**config.mk**
```make
export PLATFORM = sky130hd
export DESIGN_NAME = ppe_step
export DESIGN_NICKNAME = d
export VERILOG_FILES = /design/src/hw/rtl/ppe_pkg.sv /design/src/hw/rtl/ppe_step.sv
export SDC_FILE = /design/constraint.sdc
export NUM_CORES = 1
export LEC_CHECK = 0
export BUFFER_PORTS_ARGS = -buffer_cell sky130_fd_sc_hd__buf_2
export CORE_MARGIN = 2
export CORE_UTILIZATION = 55
export DETAILED_ROUTE_END_ITERATION = 10
export GPL_ROUTABILITY_DRIVEN = 0
export PLACE_DENSITY_LB_ADDON = 0.25
export SYNTH_ARGS = -nofsm -noshare
export SYNTH_HDL_FRONTEND = slang
export SYNTH_SLANG_ARGS = --single-unit
```
**constraint.sdc**
```tcl
create_clock -name clk -period 6.53 [get_ports clk]
set_clock_uncertainty 0.2 [all_clocks]
set_input_delay 0.3265 -clock clk [delete_from_list [all_inputs] [get_ports clk]]
set_output_delay 0.3265 -clock clk [all_outputs]
set_load 0.05 [all_outputs]
```
**src/hw/rtl/ppe_pkg.sv**
```systemverilog
// shared constants and types for the particle pool engine
package ppe_pkg;

    localparam int POOL_SIZE = 32;
    localparam int IDX_W     = $clog2(POOL_SIZE);
    localparam int MARK_W    = $clog2(POOL_SIZE + 1);
    localparam int Q_W       = 24;
    localparam int EXT_W     = 16;
    localparam int HUE_W     = 2;
    localparam int DT_W      = 16;
    localparam int ALPHA_W   = 9;
    localparam int FADE_W    = 8;
    localparam int SLOT_W    = 5;
    localparam int KIND_W    = 2;

    localparam logic [FADE_W-1:0]  FADE_RESET  = 8'd4;
    localparam logic [ALPHA_W-1:0] ALPHA_START = 9'd255;

    // record kinds
    localparam logic [KIND_W-1:0] KIND_ADD_OK   = 2'd0;
    localparam logic [KIND_W-1:0] KIND_ADD_DROP = 2'd1;
    localparam logic [KIND_W-1:0] KIND_LIVE     = 2'd2;
    localparam logic [KIND_W-1:0] KIND_END      = 2'd3;

    localparam logic ACT_ADD  = 1'b0;
    localparam logic ACT_TICK = 1'b1;

    // per-slot record held in memory
    localparam int REC_W = 4 * Q_W + Q_W + EXT_W + Q_W + HUE_W + ALPHA_W;

    typedef struct packed {
        logic signed [Q_W-1:0]   px;
        logic signed [Q_W-1:0]   py;
        logic signed [Q_W-1:0]   vx;
        logic signed [Q_W-1:0]   vy;
        logic signed [Q_W-1:0]   ang;
        logic signed [Q_W-1:0]   spin;
        logic [EXT_W-1:0]        ext;
        logic [HUE_W-1:0]        hue;
        logic [ALPHA_W-1:0]      alpha;
    } part_t;

    typedef enum logic [3:0] {
        ST_IDLE,
        ST_SCAN,
        ST_ADD_WR,
        ST_TK_RD,
        ST_TK_WAIT,
        ST_TK_X,
        ST_TK_Y,
        ST_TK_A,
        ST_TK_WR,
        ST_EMIT,
        ST_END
    } state_t;

    typedef enum logic [1:0] {
        SEL_X,
        SEL_Y,
        SEL_A
    } step_sel_t;

    typedef struct packed {
        logic                 start;
        logic signed [Q_W-1:0] base;
        logic signed [Q_W-1:0] rate;
    } step_req_t;

endpackage

```
**src/hw/rtl/ppe_step.sv**
```systemverilog
// shared multiply, floor shift and saturating add unit; the product and base are registered
module ppe_step
    import ppe_pkg::*;
(
    input  logic                  clk,
    input  step_req_t             req,
    input  logic [DT_W-1:0]       dt,
    output logic signed [Q_W-1:0] result
);
    logic signed [Q_W+DT_W:0]   prod_reg;
    logic signed [Q_W+DT_W:0]   prod_next;
    logic signed [Q_W-1:0]      base_reg;
    logic signed [Q_W:0]        q;
    logic signed [Q_W+1:0]      sum;

    assign prod_next = req.rate * $signed({1'b0, dt});

    always_ff @(posedge clk)
    begin
        if (req.start)
        begin
            prod_reg <= prod_next;
            base_reg <= req.base;
        end
    end

    // arithmetic shift floors toward minus infinity
    assign q   = prod_reg[Q_W+DT_W:DT_W];
    assign sum = {{2{base_reg[Q_W-1]}}, base_reg} + {q[Q_W], q};

    always_comb
    begin
        if (sum > $signed({3'b000, {(Q_W-1){1'b1}}}))
        begin
            result = {1'b0, {(Q_W-1){1'b1}}};
        end
        else if (sum < $signed({3'b111, {(Q_W-1){1'b0}}}))
        begin
            result = {1'b1, {(Q_W-1){1'b0}}};
        end
        else
        begin
            result = sum[Q_W-1:0];
        end
    end
endmodule

```
==> results.cfg <==
[outcome]
outcome = complete, no violations

[setup_path]
startpoint = req[13]
critical_path_class = primary input to flop
critPathCapture = prod_reg[39]$_DFFE_PP_
arrival_ps = 6040
crit_fanout = 16
startpoint_type = primary input
cp-end-kind = flop
worstPathRequired_ps = 6370

[die]
ios = 90
rows = 62
die_h_um = 175.8
dieArea_um2 = 30890
core-area_um2 = 28860
dieWidth_um = 175.8
initial_core_util = 0.5622

[placed_design]
dpl.hpwl_um = 32380
dp.cells = 2211
numPortBuffers = 89
placed_area_um2 = 17420

[synth]
async_flop_share = 0
synth_seq_area_share = 0.09069
synthTopCellsByArea = fa_1 46%, inv_1 10%, ha_1 9.6%
syn_inst = 1732
synth_top_cell_by_area = fa_1
yosys_warnings = 0
synth_top_cells_by_count = 450 x inv_1, 376 x fa_1, 252 x nand2_1, 150 x and2_1, 124 x ha_1
syn_area_per_cell_um2 = 9.367
synth_flop_cell = edfxtp_1
synth_top_area_frac = 0.4639
synth-seq-cells = 49
synth.most_common_cell = inv_1
syn_area_um2 = 16220
synth_cell_type_count = 54
synth-edff-count = 49
synth_nets = 2298

[clocking]
tritoncts = built
cts_root_buffer = clkbuf_16
numClockSinks = 49
htreeDepth = 2
path_clk_slew_ps = 70
clk_path_buf_depth = 2
cts_buffers = 5

[sta]
rsz0062_at_grt = no
max_slew.worst_pin.slew_ps = 1145
relSlewSlack = 0.2365
min_period_ps = 6200
final.period_utilization = 0.9494
maxSlewViolCount = 0
fmax_mhz = 161.3
setup_viol = 0
finalHoldViolations = 0
holdWs_ps = 9.724

[global_route]
grt-ovfl-total = 0
antenna_found_initial = 0
grt_pass1_wl_um = 64380
grt_max_degree = 50
grt_pass1_vias = 13180
grt_util_all_layers = 0.2656

[flow_run]
max_cap_violations = 0

[finish]
largest_reg_flops = 25
areaGrowthSynthToFinish_pct = 8.884
antennaDiodeCount = 0
design_area_um2 = 17670
fill_cells = 2574
drive_gt1_frac = 0.09490
fin_cells = 2228
num-nets-final = 2409

[routing]
vias = 11760
first_pass_iters = 5
viasPerCell = 5.276
routedWlPerCell_um = 17.05
final_antenna_net_count = 0
drt_iter0_markers = 658
drt_wl_total_um = 37980
route.detailed.drc = 0

[worst_hold_path]
hold_path_class = primary input to flop
==> area by class of cell <==
cell class                      count  area (um2)  share of cell area
Sequential cell                    49        1471             0.08329
Clock inverter                      2       10.01           0.0005666
Multi-Input combinational cell   1173       12820              0.7258
Inverter                          450        1689             0.09562
Clock buffer                        6       128.9            0.007295
Timing Repair Buffer              164        1064             0.06020
Tap cell                          384       480.5             0.02720
==> placed cells by master (no fill, tap or decap), types with 15 or more instances in the layout <==
cell | Yosys | layout
edfxtp_1 | 49 | 49
fa_1 | 376 | 376
inv_1 | 450 | 450
o21ai_0 | 19 | 19
a21o_1 | 43 | 43
nand2_1 | 252 | 252
a21oi_1 | 41 | 41
buf_4 | 2 | 65
ha_1 | 124 | 124
nor2_1 | 25 | 25
buf_2 | 0 | 85
xor2_1 | 15 | 15
xnor2_1 | 39 | 39
and2_1 | 150 | 150
==> routing by layer <==
| metal | wire (um) | vias up | GRT usage |
|---|---|---|---|
| met1 | 15400 | 5983 | 0.3289 |
| met4 | 1481 | 0 | 0.09711 |
| met5 | 0 | - | 0 |
| met3 | 1715 | 88 | 0.03398 |
| met2 | 19390 | 347 | 0.4770 |
| li1 | - | 5337 | - |
==> worst max-delay path: stages <==
cell,delay (ps)
buf_2,240
and2_1,240
fa_1,530
inv_1,50
fa_1,400
fa_1,550
inv_1,50
fa_1,540
fa_1,510
inv_1,50
fa_1,480
inv_1,40
ha_1,280
nand3_1,100
or2_2,300
a311o_1,290
nand4b_1,200
a31oi_2,150
o211ai_1,260
buf_4,170
o21a_1,100
nor2_1,40
xnor2_1,120
==> per-stage QoR <==
stage	worst slack [ps]	utilization	setup TNS, ps
5_1_grt	55.26	0.6122	0
2_1_floorplan	349.0	-	0
4_1_cts	176.1	0.6110	0
3_5_place_dp	-138.8	0.6038	-174.8
3_3_place_gp	-29.30	0.6038	-29.30
6_report	330.2	0.6122	0
==> how the worst min path moves through the flow <==
| stage | startpoint | to | slack (ps) | depth (start not counted) |
|---|---|---|---|---|
| 2_1_floorplan | req[24] | base_reg[0]$_DFFE_PP_ | 230 | 0 |
| 3_3_place_gp | req[32] | base_reg[8]$_DFFE_PP_ | 300 | 1 |
| 4_1_cts | req[46] | base_reg[22]$_DFFE_PP_ | 0.4 | 1 |
| 5_1_grt | req[34] | base_reg[10]$_DFFE_PP_ | 0.1 | 1 |
| 6_report | req[41] | base_reg[17]$_DFFE_PP_ | 10 | 1 |
| 3_5_place_dp | req[39] | base_reg[15]$_DFFE_PP_ | 310 | 1 |
==> logic make-up (layout without fill, tap and decap cells) <==
logic type | after synthesis | count (layout) | share of synthesized area
AOI/OAI and AO/OA | 148 | 148 | 0.06239
xor gates and xnor gates | 54 | 54 | 0.02915
adders and majority gates | 500 | 500 | 0.5596
buffers and inverters | 510 | 622 | 0.1194
DFF | 49 | 49 | 0.09069
and+or+nand+nor | 471 | 471 | 0.1388
==> what timing repair did <==
action / 4_1_cts / 5_1_grt
setup buffers: 0 / 1
gates resized for setup: 0 / 5
hold buffers: 7 / 1
endpoints found under the setup margin: 0 / 3
endpoints found under the hold margin: 7 / 1
Power is not shown: default switching activity piles up to over one toggle a cycle in this logic, so the estimate is an artifact.
